==> src/rtl/ffba_pkg.sv <==
// shared types, constants and request codes of the first-fit block allocator
// no dependencies; imported by ffba_ctrl, ffba_dp and first_fit_block_allocator_unit
`default_nettype none

package ffba_pkg;

	localparam int TABLE_ENTRIES = 64;
	localparam int OFFSET_BITS   = 32;
	localparam int IDX_W         = $clog2(TABLE_ENTRIES);
	// compare width for lengths against a 32-bit amount
	localparam int AMT_W         = (OFFSET_BITS > 32) ? OFFSET_BITS : 32;

	localparam int IN_BYTES      = (2 + 32 + 32 + 7) / 8;
	localparam int OUT_BYTES     = (1 + 32 + 7) / 8;
	localparam int IN_W          = IN_BYTES * 8;
	localparam int OUT_W         = OUT_BYTES * 8;

	localparam logic [1:0] OP_ALLOC  = 2'd0;
	localparam logic [1:0] OP_FREE   = 2'd1;
	localparam logic [1:0] OP_FORMAT = 2'd2;

	typedef logic [OFFSET_BITS-1:0] ofs_t;
	typedef logic [AMT_W-1:0]       amt_t;
	typedef logic [IDX_W-1:0]       idx_t;

	typedef struct packed {
		logic used;
		ofs_t length;
		ofs_t start;
	} entry_t;

	typedef struct packed {
		logic load;    // capture a new request
		logic rd;      // read the table at the scan address
		logic wr_fit;  // write the shrunk fit entry
		logic wr_rem;  // write the remainder into the first empty entry
		logic fmt;     // rebuild the table from region size
		logic res_ld;  // load the result register
	} cmd_t;

	typedef struct packed {
		logic last_rd;
	} sts_t;

endpackage

`default_nettype wire

==> src/rtl/ffba_ctrl.sv <==
// request sequencer of the first-fit block allocator: scan, write-back and result steps
// depends on ffba_pkg
`default_nettype none

module ffba_ctrl (
	input  wire logic          clk,
	input  wire logic          arst_n,
	input  wire logic          in_valid,
	output logic               in_ready,
	input  wire logic [1:0]    in_op,
	output logic               out_valid,
	input  wire logic          out_ready,
	output ffba_pkg::cmd_t     cmd,
	input  wire ffba_pkg::sts_t sts
);
	import ffba_pkg::*;

	localparam logic [2:0] ST_IDLE  = 3'd0;
	localparam logic [2:0] ST_SCAN  = 3'd1;
	localparam logic [2:0] ST_DRAIN = 3'd2;
	localparam logic [2:0] ST_WFIT  = 3'd3;
	localparam logic [2:0] ST_WREM  = 3'd4;
	localparam logic [2:0] ST_FMT   = 3'd5;
	localparam logic [2:0] ST_DONE  = 3'd6;

	logic [2:0] state_q;
	logic [2:0] state_d;
	logic [1:0] op_q;
	logic       out_valid_q;
	logic       res_free;

	assign in_ready  = (state_q == ST_IDLE);
	assign out_valid = out_valid_q;
	assign res_free  = !out_valid_q || out_ready;

	always_comb begin
		state_d = state_q;
		cmd     = '0;
		case (state_q)
			ST_IDLE: begin
				if (in_valid) begin
					cmd.load = 1'b1;
					case (in_op)
						OP_ALLOC:  state_d = ST_SCAN;
						OP_FREE:   state_d = ST_SCAN;
						OP_FORMAT: state_d = ST_FMT;
						default:   state_d = ST_DONE;
					endcase
				end
			end
			ST_SCAN: begin
				cmd.rd = 1'b1;
				if (sts.last_rd) begin
					state_d = ST_DRAIN;
				end
			end
			ST_DRAIN: begin
				// last read is evaluated in the datapath this cycle
				state_d = (op_q == OP_ALLOC) ? ST_WFIT : ST_DONE;
			end
			ST_WFIT: begin
				cmd.wr_fit = 1'b1;
				state_d    = ST_WREM;
			end
			ST_WREM: begin
				cmd.wr_rem = 1'b1;
				state_d    = ST_DONE;
			end
			ST_FMT: begin
				cmd.fmt = 1'b1;
				state_d = ST_DONE;
			end
			ST_DONE: begin
				if (res_free) begin
					cmd.res_ld = 1'b1;
					state_d    = ST_IDLE;
				end
			end
			default: state_d = ST_IDLE;
		endcase
	end

	always_ff @(posedge clk or negedge arst_n) begin
		if (!arst_n) begin
			state_q     <= ST_IDLE;
			op_q        <= OP_ALLOC;
			out_valid_q <= 1'b0;
		end else begin
			state_q <= state_d;
			if (cmd.load) begin
				op_q <= in_op;
			end
			if (cmd.res_ld) begin
				out_valid_q <= 1'b1;
			end else if (out_ready) begin
				out_valid_q <= 1'b0;
			end
		end
	end

endmodule

`default_nettype wire

==> config.mk <==
export PLATFORM = sky130hd
export DESIGN_NAME = ffba_ctrl
export DESIGN_NICKNAME = d
export VERILOG_FILES = /design/src/rtl/ffba_pkg.sv /design/src/rtl/ffba_ctrl.sv
export SDC_FILE = /design/constraint.sdc
export NUM_CORES = 1
export LEC_CHECK = 0
export BUFFER_PORTS_ARGS = -buffer_cell sky130_fd_sc_hd__buf_4
export CAP_MARGIN = 20
export CORE_AREA = 2 2 39 41
export CTS_CLUSTER_DIAMETER = 80
export DETAILED_ROUTE_END_ITERATION = 7
export DIE_AREA = 0 0 41 43
export MAX_ROUTING_LAYER = met4
export PLACE_DENSITY_LB_ADDON = 0.12
export SLEW_MARGIN = 20
export SYNTH_ARGS = -nofsm -noshare
export SYNTH_HDL_FRONTEND = slang
export SYNTH_SLANG_ARGS = --single-unit
==> constraint.sdc <==
create_clock -name clk -period 1.25 [get_ports clk]
set_clock_uncertainty 0.1 [all_clocks]
set_input_delay 0.1875 -clock clk [delete_from_list [all_inputs] [get_ports clk]]
set_output_delay 0.1875 -clock clk [all_outputs]
set_load 0.02 [all_outputs]
After elaboration in Yosys (flattened, before gate mapping)
Cells that the tools add are included.

operators by class
  equality and inequality tests = 11
  multiplexer cells = 16
  reduce and logical (&&, ||, !) cells = 9

operator list
  cell                                                                    count
  3-bit one-hot mux with 6 select lines                                   1
  3-bit 2-to-1 mux                                                        4
  1-bit 2-to-1 mux                                                        10
  3-bit equality test (second input constant)                             3
  3-bit by 2-bit equality test with 1-bit output (second input constant)  2
  2-bit != test (second input constant)                                   3
  3-bit one-hot mux with 2 select lines                                   1
  2-bit logical NOT                                                       2
  2-bit OR reduction                                                      2
  3-bit by 1-bit equality test with 1-bit output (second input constant)  1
  3-bit logical NOT                                                       1
  3-bit AND reduction                                                     1
  2-bit by 1-bit equality test with 1-bit output (second input constant)  1
  2-bit equality test (second input constant)                             1
  2-bit nonzero test                                                      1
  1-bit logical NOT                                                       1
  1-bit logical OR                                                        1

word-level totals
  flip-flop bits (word level) = 6
  input port bits = 7
  output and inout port bits = 8
  logic and storage cells = 39

Longest topological paths before layout
  depth in word-level cells = 5
  gate-level depth with buffers = 4
  mapped depth without buffers = 3

Worst setup path before layout
No wires, ideal clock.

  kind = register -> register
  start = reg state_q[2]
  end = reg op_q[0]
  arrival = 1.341 ns
  required time = 1.025 ns
  path slack = -0.316 ns
  stages on the path, launching flop included = 5
  clock period less this slack = 1.566 ns
  cell sequence = dfrtp_1 > buf_6 > nor3_4 > and2_4 > mux2_4

RTL lines
  what                    RTL line         RTL
  start, declared         ffba_ctrl.sv:26  logic [2:0] state_q;
  start signal, assigned  ffba_ctrl.sv:89  state_q <= state_d;
  end signal, assigned    ffba_ctrl.sv:91  op_q <= in_op;
  end, declared           ffba_ctrl.sv:28  logic [1:0] op_q;

==> flow_metrics.env <==
export IMPL_wirelength_um=1020
export IMPL_pwr_share_clk=0.104
export IMPL_async_flop_share=1.00
export IMPL_cp_max_fo=8
export IMPL_netlist_area_sq_um=368
export IMPL_synth_edf_count=0
export IMPL_hold_start="in_op[0]"
export IMPL_cts_root_buf="clkbuf_4"
export IMPL_clkTransAtPathRegs_ps=40
export IMPL_cts_buffers=3
export IMPL_wire_per_inst_um=13.7
export IMPL_ys_seq_area_frac=0.408
export IMPL_yosys_top_cells_count="dfrtp_1, nand2_1"
export IMPL_n_antenna_cell=0
export IMPL_cp_start_kind="flop"
export IMPL_reg2reg_depth=4
export IMPL_violations="negative setup slack"
export IMPL_ant_nets=0
export IMPL_insertion_delay_ps=240
export IMPL_r2r_slack_ps=-180
export IMPL_gr_total_overflow=0
export IMPL_tritoncts="built"
export IMPL_r2r_start="state_q[0]$_DFFE_PN0P_"
export IMPL_synth_cell_type_count=24
export IMPL_maxSlewViolCount=0
export IMPL_yosys_top_cells_area="dfrtp_1, mux2_4, a311oi_1"
export IMPL_seqPwrFrac=0.242
export IMPL_rsz0062_at_grt="true"
export IMPL_coreArea_sq_mm=0.00138
export IMPL_final_area_sq_um=657
export IMPL_port_buffers=14
export IMPL_min_path_type="in -> reg"
export IMPL_pin_count=15
export IMPL_nets=68
export IMPL_drive_gt1_frac=0.763
export IMPL_multi_input_area_sq_um=249
export IMPL_p_comb_frac=0.654
export IMPL_clockBufferDepth=2
export IMPL_start_util=0.266
export IMPL_antenna_found_initial=0
export IMPL_end_kind="output port"
export IMPL_crit_arrival_ps=1180
export IMPL_yosysMostFrequentCell="dfrtp_1"
export IMPL_swShare=0.402
export IMPL_row_count=14
export IMPL_fmax_mhz=683
export IMPL_timing_final_ws_setup_ps=-213
export IMPL_setup_viol=10
export IMPL_regToRegEndpoint="op_q[1]$_DFFE_PN0P_"
export IMPL_fillers=131
export IMPL_holdPathStages=2
export IMPL_power_density_mw_per_mm2=2570
export IMPL_seqCellArea_sq_um=153
export IMPL_required_ps=960
export IMPL_relSlewSlack=0.839
export IMPL_placed_area_sq_um=504
export IMPL_p_sw_mw=0.679
export IMPL_crit_start="state_q[0]$_DFFE_PN0P_"
export IMPL_ys_warnings_count=0
export IMPL_min_to="op_q[0]$_DFFE_PN0P_"
export IMPL_die_y_um=43
export IMPL_grt_pass1_wl_um=1820
export IMPL_die_area_sq_mm=0.00176
export IMPL_ir_drop_uv=1000
export IMPL_vias=364
export IMPL_hold_viol=0
export IMPL_viasPerCell=4.85
export IMPL_synth_avg_cell_area_sq_um=10.5
export IMPL_syn_to_final_growth_pct=78.6
export IMPL_dpl_hpwl_um=764
export IMPL_period_minus_slack_ps=1460
export IMPL_whs_ps=109
export IMPL_cts_sinks=6
export IMPL_syn_inst=35
export IMPL_ys_seq_elements=6
export IMPL_drt_iter0_markers=0
export IMPL_htree_levels=1
export IMPL_crit_type="reg -> out"
export IMPL_p_int_mw=1.01
export IMPL_worst_slew_pin_slew_ps=242
export IMPL_utilization=0.475
export IMPL_grt_usage=0.161
export IMPL_outcome="complete, but fails checks"
export IMPL_first_pass_iters=1
export IMPL_cap_violations=0
export IMPL_synth_ff_type="dfrtp_1"
export IMPL_post_route_period_util=1.17
export IMPL_synth_top_area_frac=0.408
export IMPL_first_global_vias=398
export IMPL_place_congestion=0.717
export IMPL_drc=0
export IMPL_yosys_area_top_type="dfrtp_1"
export IMPL_synth_nets=42
export IMPL_leakagePower_nw=0.293
export IMPL_grt_max_degree=9
export IMPL_die_w_um=41
-- cell usage in the layout (no fill, tap or decap) --
| cell | Yosys | final |
|---|---|---|
| buf_4 | 1 | 16 |
| buf_6 | 1 | 7 |
| dfrtp_1 | 6 | 4 |
| clkbuf_4 | 0 | 3 |
| nor3b_2 | 0 | 2 |
| and2_4 | 1 | 2 |
| mux2_4 | 2 | 2 |
| nand2_1 | 3 | 2 |
| a311oi_2 | 0 | 2 |
| dfrtp_2 | 0 | 2 |
| nor3_4 | 1 | 1 |
| inv_2 | 0 | 1 |
| and3_4 | 0 | 1 |
| nor2_4 | 0 | 1 |
| nor2b_2 | 0 | 1 |
| nand2_2 | 0 | 1 |
| nor3_2 | 0 | 1 |
| o21bai_1 | 1 | 1 |
| nand2b_4 | 0 | 1 |
| nand3b_1 | 1 | 1 |
| o31a_1 | 1 | 1 |
| nand3_1 | 1 | 1 |
| o221ai_2 | 0 | 1 |
| a21oi_1 | 1 | 1 |
| nand2b_1 | 2 | 1 |
| a31oi_1 | 1 | 1 |
| dlygate4sd3_1 | 0 | 1 |
-- kinds of logic (layout without fill, tap and decap cells) --
family,after synthesis,count (layout),share of synthesized area
buffers and inverters,4,28,0.0748
DFF,6,6,0.408
muxes,2,2,0.0816
and+or+nand+nor,16,16,0.289
AOI/OAI and AO/OA,7,7,0.146
-- power groups by stage --
stage	sequential, mW	clock, mW	combinational, mW
finish	0.409	0.176	1.10
global route	0.425	0.200	1.18
detailed placement	0.385	0	0.808
floorplan	0.354	0	0.568
global placement	0.384	0	0.796
CTS	0.407	0.181	1.04
-- state kept, by name, summed over array words and instances (netlist names) --
name and cells:
state_q 3, op_q 2, out_valid 1
-- per-layer routing --
metal,vias up,share of wire,global-route usage
met5,-,0,-
met4,0,0.012,0.0800
met3,2,0.065,0.0733
met2,11,0.54,0.241
met1,175,0.39,0.174
li1,176,-,-
-- through the flow --
stage / power, mW / cells / setup WS, ps / setup TNS, ps
3_3_place_gp: 1.18 / 66 / -93.7 / -224
6_report: 1.69 / 75 / -213 / -1680
5_1_grt: 1.80 / 75 / -263 / -2230
3_5_place_dp: 1.19 / 66 / -106 / -409
4_1_cts: 1.63 / 75 / -201 / -1810
2_1_floorplan: 0.922 / 35 / -316 / -1040
-- worst max-delay path by stage --
stage                                   endpoint  slack, ps  cells after the start
after floorplan              op_q[0]$_DFFE_PN0P_       -320                      4
after global placement    state_q[2]$_DFFE_PN0P_        -90                      3
after detailed placement     op_q[0]$_DFFE_PN0P_       -110                      3
after CTS                                 cmd[0]       -200                      4
after global routing                      cmd[5]       -260                      3
final                                     cmd[2]       -210                      4
-- final cells by class --
| type | instances | area share |
|---|---|---|
| Tap cell | 16 | 0.0305 |
| Inverter | 1 | 0.00571 |
| Sequential cell | 6 | 0.232 |
| Timing Repair Buffer | 24 | 0.318 |
| Multi-Input combinational cell | 25 | 0.379 |
| Clock buffer | 3 | 0.0343 |
-- timing repair --
item | CTS | global route
setup endpoints to repair | 10 | 12
gates cloned | 0 | 0
pin swaps | 3 | 3
setup buffers | 5 | 0
resized for setup | 17 | 5
hold buffers | 1 | 0
hold endpoints to repair | 6 | 0
-- worst max-delay path, stage by stage (launching register included) --
cell	delay, ps
dfrtp_2	430
buf_6	150
nor2_4	90
and2_4	150
buf_6	110
(Power assumes the default switching activity.)
