### src/rtl/ffba_pkg.sv
// shared types, constants and request codes of the first-fit block allocator
// no dependencies; imported by ffba_ctrl, ffba_dp and first_fit_block_allocator_unit
`default_nettype none

package ffba_pkg;

	localparam int TABLE_ENTRIES = 64;
	localparam int OFFSET_BITS   = 32;
	localparam int IDX_W         = $clog2(TABLE_ENTRIES);
	// compare width for lengths against a 32-bit amount
	localparam int AMT_W         = (OFFSET_BITS > 32) ? OFFSET_BITS : 32;

	localparam int IN_BYTES      = (2 + 32 + 32 + 7) / 8;
	localparam int OUT_BYTES     = (1 + 32 + 7) / 8;
	localparam int IN_W          = IN_BYTES * 8;
	localparam int OUT_W         = OUT_BYTES * 8;

	localparam logic [1:0] OP_ALLOC  = 2'd0;
	localparam logic [1:0] OP_FREE   = 2'd1;
	localparam logic [1:0] OP_FORMAT = 2'd2;

	typedef logic [OFFSET_BITS-1:0] ofs_t;
	typedef logic [AMT_W-1:0]       amt_t;
	typedef logic [IDX_W-1:0]       idx_t;

	typedef struct packed {
		logic used;
		ofs_t length;
		ofs_t start;
	} entry_t;

	typedef struct packed {
		logic load;    // capture a new request
		logic rd;      // read the table at the scan address
		logic wr_fit;  // write the shrunk fit entry
		logic wr_rem;  // write the remainder into the first empty entry
		logic fmt;     // rebuild the table from region size
		logic res_ld;  // load the result register
	} cmd_t;

	typedef struct packed {
		logic last_rd;
	} sts_t;

endpackage

`default_nettype wire

### src/rtl/ffba_dp.sv
// datapath of the first-fit block allocator: block table memory, scan evaluation,
// write-back port, region size register and result register; depends on ffba_pkg
`default_nettype none

module ffba_dp (
	input  wire logic           clk,
	input  wire logic           arst_n,
	input  wire ffba_pkg::cmd_t cmd,
	output ffba_pkg::sts_t      sts,
	input  wire logic           cfg_we,
	input  wire logic [31:0]    cfg_wdata,
	input  wire logic [1:0]     in_op,
	input  wire logic [31:0]    in_amount,
	input  wire logic [31:0]    in_free_start,
	output logic                res_granted,
	output logic [31:0]         res_offset
);
	import ffba_pkg::*;

	entry_t mem [TABLE_ENTRIES];
	logic [TABLE_ENTRIES-1:0] vld_q;

	logic [31:0] region_q;
	logic [1:0]  op_q;
	amt_t        amt_q;
	logic [31:0] fstart_q;

	idx_t   rd_idx_q;
	logic   rd_s1;
	idx_t   ev_idx_s1;
	entry_t rd_data_s1;
	logic   rd_vld_s1;
	entry_t ev;

	logic   fit_q;
	idx_t   fit_idx_q;
	ofs_t   base_q;
	ofs_t   oldlen_q;
	logic   emp_q;
	idx_t   emp_idx_q;

	logic   fits;
	logic   empty_cand;
	logic   we;
	idx_t   waddr;
	entry_t wdata;

	assign sts.last_rd = (rd_idx_q == idx_t'(TABLE_ENTRIES - 1));

	// an entry never written since reset or format reads as all zero
	assign ev = rd_vld_s1 ? rd_data_s1 : '0;

	assign fits = !ev.used && (amt_t'(ev.length) >= amt_q);
	// the fit entry itself counts as empty once shrunk to a zero amount
	assign empty_cand = (!fit_q && fits) ? (amt_q == '0) : (ev.length == '0);

	always_comb begin
		we    = 1'b0;
		waddr = ev_idx_s1;
		wdata = ev;
		if (rd_s1 && op_q == OP_FREE) begin
			if (rd_vld_s1 && ev.used && ev.start == ofs_t'(fstart_q)) begin
				we         = 1'b1;
				wdata.used = 1'b0;
			end
		end else if (cmd.wr_fit) begin
			we    = fit_q;
			waddr = fit_idx_q;
			wdata = '{used: 1'b1, length: ofs_t'(amt_q), start: base_q};
		end else if (cmd.wr_rem) begin
			we    = fit_q && emp_q;
			waddr = emp_idx_q;
			wdata = '{used: 1'b0, length: ofs_t'(oldlen_q - ofs_t'(amt_q)),
			          start: ofs_t'(base_q + ofs_t'(amt_q))};
		end else if (cmd.fmt) begin
			we    = 1'b1;
			waddr = '0;
			wdata = '{used: 1'b0, length: ofs_t'(region_q), start: '0};
		end
	end

	always_ff @(posedge clk) begin
		if (we) begin
			mem[waddr] <= wdata;
		end
		if (cmd.rd) begin
			rd_data_s1 <= mem[rd_idx_q];
		end
	end

	always_ff @(posedge clk or negedge arst_n) begin
		if (!arst_n) begin
			vld_q     <= '0;
			region_q  <= '0;
			rd_idx_q  <= '0;
			rd_s1     <= 1'b0;
			rd_vld_s1 <= 1'b0;
			fit_q     <= 1'b0;
			emp_q     <= 1'b0;
		end else begin
			if (cfg_we) begin
				region_q <= cfg_wdata;
			end
			if (cmd.fmt) begin
				// only entry 0 holds data after a format
				vld_q <= {{(TABLE_ENTRIES-1){1'b0}}, 1'b1};
			end else if (we) begin
				vld_q[waddr] <= 1'b1;
			end
			rd_s1 <= cmd.rd;
			if (cmd.rd) begin
				rd_vld_s1 <= vld_q[rd_idx_q];
			end
			if (cmd.load) begin
				rd_idx_q <= '0;
				fit_q    <= 1'b0;
				emp_q    <= 1'b0;
			end else begin
				if (cmd.rd && !sts.last_rd) begin
					rd_idx_q <= rd_idx_q + 1'b1;
				end
				if (rd_s1 && op_q == OP_ALLOC) begin
					if (!fit_q && fits) begin
						fit_q <= 1'b1;
					end
					if (!emp_q && empty_cand) begin
						emp_q <= 1'b1;
					end
				end
			end
		end
	end

	always_ff @(posedge clk) begin
		if (cmd.load) begin
			op_q     <= in_op;
			amt_q    <= amt_t'(in_amount);
			fstart_q <= in_free_start;
		end
		if (cmd.rd) begin
			ev_idx_s1 <= rd_idx_q;
		end
		if (rd_s1 && op_q == OP_ALLOC) begin
			if (!fit_q && fits) begin
				fit_idx_q <= ev_idx_s1;
				base_q    <= ev.start;
				oldlen_q  <= ev.length;
			end
			if (!emp_q && empty_cand) begin
				emp_idx_q <= ev_idx_s1;
			end
		end
		if (cmd.res_ld) begin
			case (op_q)
				OP_ALLOC: begin
					res_granted <= fit_q;
					res_offset  <= fit_q ? 32'(base_q) : 32'd0;
				end
				OP_FREE: begin
					res_granted <= 1'b1;
					res_offset  <= 32'd0;
				end
				OP_FORMAT: begin
					res_granted <= 1'b1;
					res_offset  <= 32'd0;
				end
				default: begin
					res_granted <= 1'b0;
					res_offset  <= 32'd0;
				end
			endcase
		end
	end

endmodule

`default_nettype wire

### config.mk
export PLATFORM = sky130hd
export DESIGN_NAME = ffba_dp
export DESIGN_NICKNAME = d
export VERILOG_FILES = /design/src/rtl/ffba_pkg.sv /design/src/rtl/ffba_dp.sv
export SDC_FILE = /design/constraint.sdc
export NUM_CORES = 2
export LEC_CHECK = 0
export BUFFER_PORTS_ARGS = -buffer_cell sky130_fd_sc_hd__buf_2
export CORE_ASPECT_RATIO = 0.75
export CORE_MARGIN = 2
export CORE_UTILIZATION = 55
export CTS_CLUSTER_SIZE = 8
export DETAILED_ROUTE_END_ITERATION = 7
export GPL_TIMING_DRIVEN = 1
export PLACE_DENSITY = 0.75
export SLEW_MARGIN = 5
export SYNTH_ARGS = -nofsm -noshare
export SYNTH_HDL_FRONTEND = slang
export SYNTH_MEMORY_MAX_BITS = 65536
export SYNTH_SLANG_ARGS = --single-unit
export TNS_END_PERCENT = 50
### constraint.sdc
create_clock -name clk -period 6.2 [get_ports clk]
set_input_delay 0.62 -clock clk [delete_from_list [all_inputs] [get_ports clk]]
set_output_delay 0.62 -clock clk [all_outputs]
set_load 0.02 [all_outputs]
Yosys cells after proc, flatten, opt, wreduce, memory -nomap -nowiden

Memory sizes are Yosys's and may differ from the RTL's. A register that Yosys moved wholly into a read port is not among the register bits.
Cells that the tools add are included.

Flip-flop bits (word level): 287
RAM bits: 4160
Input port bits: 107
Output and inout port bits: 34
Logic and storage cells: 92
Memories: 1

Memory list:

| name | depth | bits a word | rd ports | clocked after memory_dff | wr ports | line          | source |
|---|---|---|---|---|---|---|---|
| mem  | 64    | 65          | 1        | 1                        | 1        | ffba_dp.sv:20 | `entry_t mem [TABLE_ENTRIES];` |

$add $sub $neg: 3
Magnitude comparators: 4
Equal/unequal tests: 4
Multiplexer cells: 34
Bitwise logic cells: 1
Reduce and logical (&&, ||, !) cells: 28

Operator list:

| cell                                                        | count |
|---|---|
| two-way mux 65 bit                                          | 4 |
| two-way mux 64 bit                                          | 3 |
| zero test 32 bit                                            | 2 |
| bitwise OR 64 bit                                           | 1 |
| two-way mux 6 bit                                           | 6 |
| adder 32 bit                                                | 1 |
| equality test 32 bit                                        | 1 |
| >= comparator 32 bit                                        | 1 |
| subtractor 32 bit                                           | 1 |
| two-way mux 1 bit                                           | 18 |
| less-than comparator 6 x 7 -> 1 bit (second input constant) | 2 |
| logical AND 1 bit                                           | 10 |
| AND reduction 2 bit                                         | 5 |
| nonzero test 2 bit                                          | 5 |
| adder 6 x 1 -> 6 bit (second input constant)                | 1 |
| binary-select mux 1 bit (select 6 bit)                      | 1 |
| demux 1 bit (select 6 bit)                                  | 1 |
| equality test 6 bit (second input constant)                 | 1 |
| >= comparator 6 x 1 -> 1 bit (second input constant)        | 1 |
| zero test 1 bit                                             | 4 |
| equality test 2 x 1 -> 1 bit (second input constant)        | 1 |
| equality test 2 bit (second input constant)                 | 1 |
| zero test 2 bit                                             | 1 |
| case mux 1 bit (2 select lines)                             | 1 |
| OR reduction 2 bit                                          | 1 |

Depth between registers and ports, before layout

Depth after elaboration: 11
Depth in mapped cells: 15
Mapped depth without buffers: 13

Worst setup path before layout

OpenSTA, ideal clock, no wires.

Kind: register -> register
From: register rd_vld_s1
To: register base_q[0] (enable)
Library setup time: 500 ps
Arrival: 5365 ps
Data required time: 5700 ps
Setup slack: 335 ps
Stages on the path, launching flop included: 15
Buffers on the path: 3
Period minus slack after synthesis: 5865 ps
Cells stage by stage: dfrtp_1 -> clkbuf_1 -> clkbuf_1 -> clkbuf_1 -> nand2_1 -> ha_1 -> nand2b_1 -> a21o_1 -> a21o_1 -> a21oi_1 -> o21ai_0 -> a41oi_1 -> o31ai_1 -> a31oi_1 -> nor2_1

Cells in the longest elaborated chain, start to end: 5
Elaborated cells on any way between the ends: 6
Those cells by class: order compare (1); mux (1); reduce/logical (4)

RTL lines:

| item                                                           | line           | source |
|---|---|---|
| start: declaration                                             | ffba_dp.sv:32  | `logic rd_vld_s1;` |
| start signal: assignment                                       | ffba_dp.sv:112 | `rd_vld_s1 <= vld_q[rd_idx_q];` |
| two-way mux 65 bit (*)                                         | ffba_dp.sv:51  | `assign ev = rd_vld_s1 ? rd_data_s1 : '0;` |
| >= comparator 32 bit / zero test 1 bit (equally long branches) | ffba_dp.sv:53  | `assign fits = !ev.used && (amt_t'(ev.length) >= amt_q);` |
| logical AND 1 bit (*)                                          | ffba_dp.sv:53  |  |
| logical AND 1 bit (*)                                          | ffba_dp.sv:144 | `if (!fit_q && fits) begin` |
| AND reduction 2 bit (no line) (*)                              | n/a            |  |
| end signal: assignment                                         | ffba_dp.sv:146 | `base_q <= ev.start;` |
| end: declaration                                               | ffba_dp.sv:37  | `ofs_t base_q;` |

Mark *: on every way between the ends. The rest lies on a longest branch, timed or not.
A chain may end at the register's enable or synchronous reset.

Worst setup path after layout

From: register op_q[1]
To: memory mem[44][17] (netlist bit) (enable)

Cells in the longest elaborated chain, start to end: 5
Elaborated cells on any way between the ends: 6
Those cells by class: eq/ne (1); mux (4); reduce/logical (1)

RTL lines:

| item                                    | line           | source |
|---|---|---|
| start: declaration                      | ffba_dp.sv:24  | `logic [1:0] op_q;` |
| start signal: assignment                | ffba_dp.sv:136 | `op_q <= in_op;` |
| equality test 2 x 1 -> 1 bit (*)        | ffba_dp.sv:61  | `if (rd_s1 && op_q == OP_FREE) begin` |
| logical AND 1 bit (*)                   | ffba_dp.sv:61  |  |
| two-way mux 1 bit                       | ffba_dp.sv:61  |  |
| two-way mux 1 bit                       | ffba_dp.sv:83  | `if (we) begin` |
| two-way mux 1 bit (implied by the code) | ffba_dp.sv:84  | `mem[waddr] <= wdata;` |
| end: declaration                        | ffba_dp.sv:20  |  |

Marks and branches as above.

==> summary.txt <==
Pwr
  – Part of the power in combinational logic: 8.4%
  – LEAKAGE: 0.0635 µW
  – Net switching power: 17,100 µW
  – Sequential power share: 48.3%
  – P_int: ~55,000 µW
  – Switching share of power: 23.6%
  – Worst VDD drop: 330 µV
  – Power Dens Cells: 356 mW/mm²
  – Clock group share of total power: 43.3%

Worst setup path
  – Arrival time at the worst endpoint: 5780 ps
  – Critical Path Fanout Max: 45
  – Data required, critical path: 6760 ps
  – Crit path kind: reg -> reg
  – Startpoint Class: flip-flop
  – Worst setup EP type: flip-flop

Place
  – PortBufs: between 100 and 150
  – DP Area: 0.185 mm²
  – DP HPWL: roughly 300 mm
  – GP Congestion: 0.990

STA
  – Slew Limit Fails: 0
  – Final setup TNS: 0 ps
  – Final hold vios: 0
  – Slew headroom: 5.36%
  – Final worst-path cycle share: 84.2%
  – RSZ-0062 raised after global routing: false
  – Maximum clock frequency: 192 MHz
  – Clock Skews: 73.2 ps
  – Worst-margin pin slew: 1420 ps
  – Fin crit period: 5220 ps
  – Setup violations, final: 0

GRT
  – Grt ovf: 0
  – Global Route met2 Usage: 49.8%
  – Largest net degree at the start of global routing: 112
  – Vias in the first global route: 92,833
  – M1 GR Usage: around 47%
  – Initial antenna violation count: 97
  – First-pass GRT wire length: 762 mm
  – Most Crowded Layer GR: met2
  – Grt met3 use: 12.8%
  – Total track usage: between 30 and 40%

Yosys
  – XOR/XNOR Fraction of Synth Area: 0.322%
  – Yosys reg bits: between 4,000 and 5,000
  – Synth area leaders: edfxtp_1 75%, mux4_2 18%, dfrtp_1 1.5%
  – Synth Cell Area: 0.177 mm²
  – Cell variety after synth: 78
  – Synth warnings: 0
  – Number of flops mapped to enable cells by yosys: 4,406
  – Mapped Cells: 7,640
  – Average instance area after synthesis: 23.1 µm²
  – Largest family of logic cells by synthesized area: multiplexers
  – Most used DFF post-synth: edfxtp_1
  – Dominant cell by count in the synthesized netlist: edfxtp_1
  – Synth cell count leaders: 4,406 x edfxtp_1, 1,386 x mux4_2, 230 x clkbuf_1, 150 x nor2_1, 137 x inv_1
  – Syn nets: 7,847
  – Post-synthesis async set-or-reset flop share: 2.35%
  – Adder-cell share of the synthesized area: 0.717%
  – Compound-cell area share of the yosys netlist: 1.96%
  – Post-synthesis mux area share: 17.9%
  – Register area share after synthesis: 76.4%
  – Top-area cell type share of the netlist area: 74.9%
  – Post-synth top area cell: edfxtp_1
  – Post-synthesis simple-gate area fraction: 1.39%

CTS
  – CTS root buf: clkbuf_16
  – Post-CTS Setup Inserts: 0
  – CTS max path bufs: 4
  – H-tree levels: 6
  – Clock transition at path regs: 50 ps
  – CTS Buf Count: about 640
  – CTS tree: built
  – Sink Count: between 4,000 and 5,000
  – Clk Latency, worst-skew pair: 980 ps

Drt
  – Drt wl/cell: 43.2 µm
  – Routed via count: about 92,000
  – DRT Wirelength: ~550 mm
  – DR iter-0 viols: 17,382
  – Routed Antenna Nets: 0
  – Residual DRC: 0
  – Drt pass-1 iters: 8
  – DR vias/cell: just over 7

Min path
  – Worst min path class: in -> reg

Floorplan
  – Io pins: 141
  – Initial Utilization: a little under three fifths
  – Core outline area: about 0.32 mm²
  – Site Rows: 180
  – Chip width: 658 µm
  – Die Height: 495 µm
  – Die Footprint: around 0.33 mm²

Cells and area
  – Final Util: 63.4%
  – Fin area: 0.203 mm²
  – Layout cells sized above 1: 32.2%
  – Fin nets: roughly 8,600
  – Post-synthesis to final-layout area growth: 14.9%

Run status
  – Status: finished clean

Run
  – MaxCap Viol Count: 0
power groups by stage:
| stage | clock, µW | sequential, µW | combinational [µW] |
|---|---|---|---|
| 6_report | 31300 | 34900 | 6090 |
| 3_3_place_gp | 0 | 35400 | 5610 |
| 4_1_cts | 31500 | 34900 | 5950 |
| 3_5_place_dp | 0 | 35400 | 5780 |
| 5_1_grt | 32600 | 34900 | 6320 |
| 2_1_floorplan | 0 | 35500 | 3370 |
cell type report:
class,instances,area [µm²]
tap,4277,5350
sequential,4512,135000
clock inverter,47,846
fill,19870,117000
clock buffer,687,16300
timing repair buffer,490,4160
inverter,137,514
antenna,47,118
multi-input combinational,2584,40700
logic make-up (layout without fill, tap and decap cells):
kind of cell,count (synthesis),count (layout)
buffers and inverters,544,1361
muxes,1430,1430
other,0,47
and+or+nand+nor,477,477
adders and majority gates,100,100
xor gates and xnor gates,65,65
DFF,4512,4512
AOI/OAI and AO/OA,512,512
state kept, by name (all words and copies together) (netlist names), 6 cells and up:
name and cells:
mem 4160, rd_data_s1 65, vld_q 64, amt_q 32
base_q 32, fstart_q 32, oldlen_q 32, region_q 32
res_offset 32, emp_idx_q 6, ev_idx_s1 6, fit_idx_q 6
rd_idx_q 6
cells in the final DEF (no fill, tap or decap), types with 13 or more instances in the layout:
cell type	count
dlygate4sd3_1	64
mux4_2	1386
o21ai_4	36
nand2_1	60
buf_12	52
a21oi_4	13
nor2b_1	21
a211oi_1	28
nand4_1	21
a22oi_1	72
edfxtp_1	4406
diode_2	47
nor2_1	83
nand3_1	26
xnor2_1	36
clkbuf_16	647
nor3_1	15
ha_1	98
nor4_1	21
o22ai_1	49
xor2_1	29
and3_1	37
nor2_4	66
buf_2	135
a21o_1	44
inv_1	137
clkbuf_1	40
o22ai_2	22
dfrtp_1	99
o21ai_0	60
and2_1	63
mux2_2	34
buf_4	238
a21oi_1	88
metrics by stage:
stage | std cells | total power, µW | hold slack (ps) | worst slack, ps
2_1_floorplan | 7640 | 38800 | 324 | 335
3_3_place_gp | 11935 | 41000 | 470 | 1250
3_5_place_dp | 11935 | 41200 | 477 | 1120
4_1_cts | 12733 | 72300 | 1.83 | 1110
5_1_grt | 12761 | 73800 | 24.5 | 881
6_report | 12781 | 72300 | 42.5 | 979
repair_timing:
item	CTS	global route
endpoints found under the setup margin	0	0
resized for setup	0	0
endpoints found under the hold margin	118	0
hold buffers	64	0
worst max-delay path: stages, from the launching register on:
cell,delay (ps)
edfxtp_1,400
inv_1,100
ha_1,190
and2_4,440
o21ai_0,160
nor4_1,290
nand4b_1,170
nor4_2,150
and3_2,300
o21ai_1,210
or2_2,610
nor2_4,710
buf_4,960
worst paths after layout:
check / depth (start not counted) / startpoint / slack, ps / to
max: 12 / op_q[1] / 980 / mem[44][17]
max in group asynchronous: 3 / arst_n / 4570 / region_q[9]
min: 2 / cfg_wdata[0] / 40 / region_q[0]
min in group asynchronous: 2 / arst_n / 290 / vld_q[59]
max reg2reg: 12 / op_q[1] / 980 / mem[44][17]
min reg2reg: 1 / vld_q[0] / 500 / vld_q[0]
layer usage:
metal	wire length, µm	share of wire [%]
met1	187000	34
met2	246000	45
met3	91800	17
met4	27800	5.0
met5	394	0.071
No activity file was read; power rests on OpenSTA's default activity.
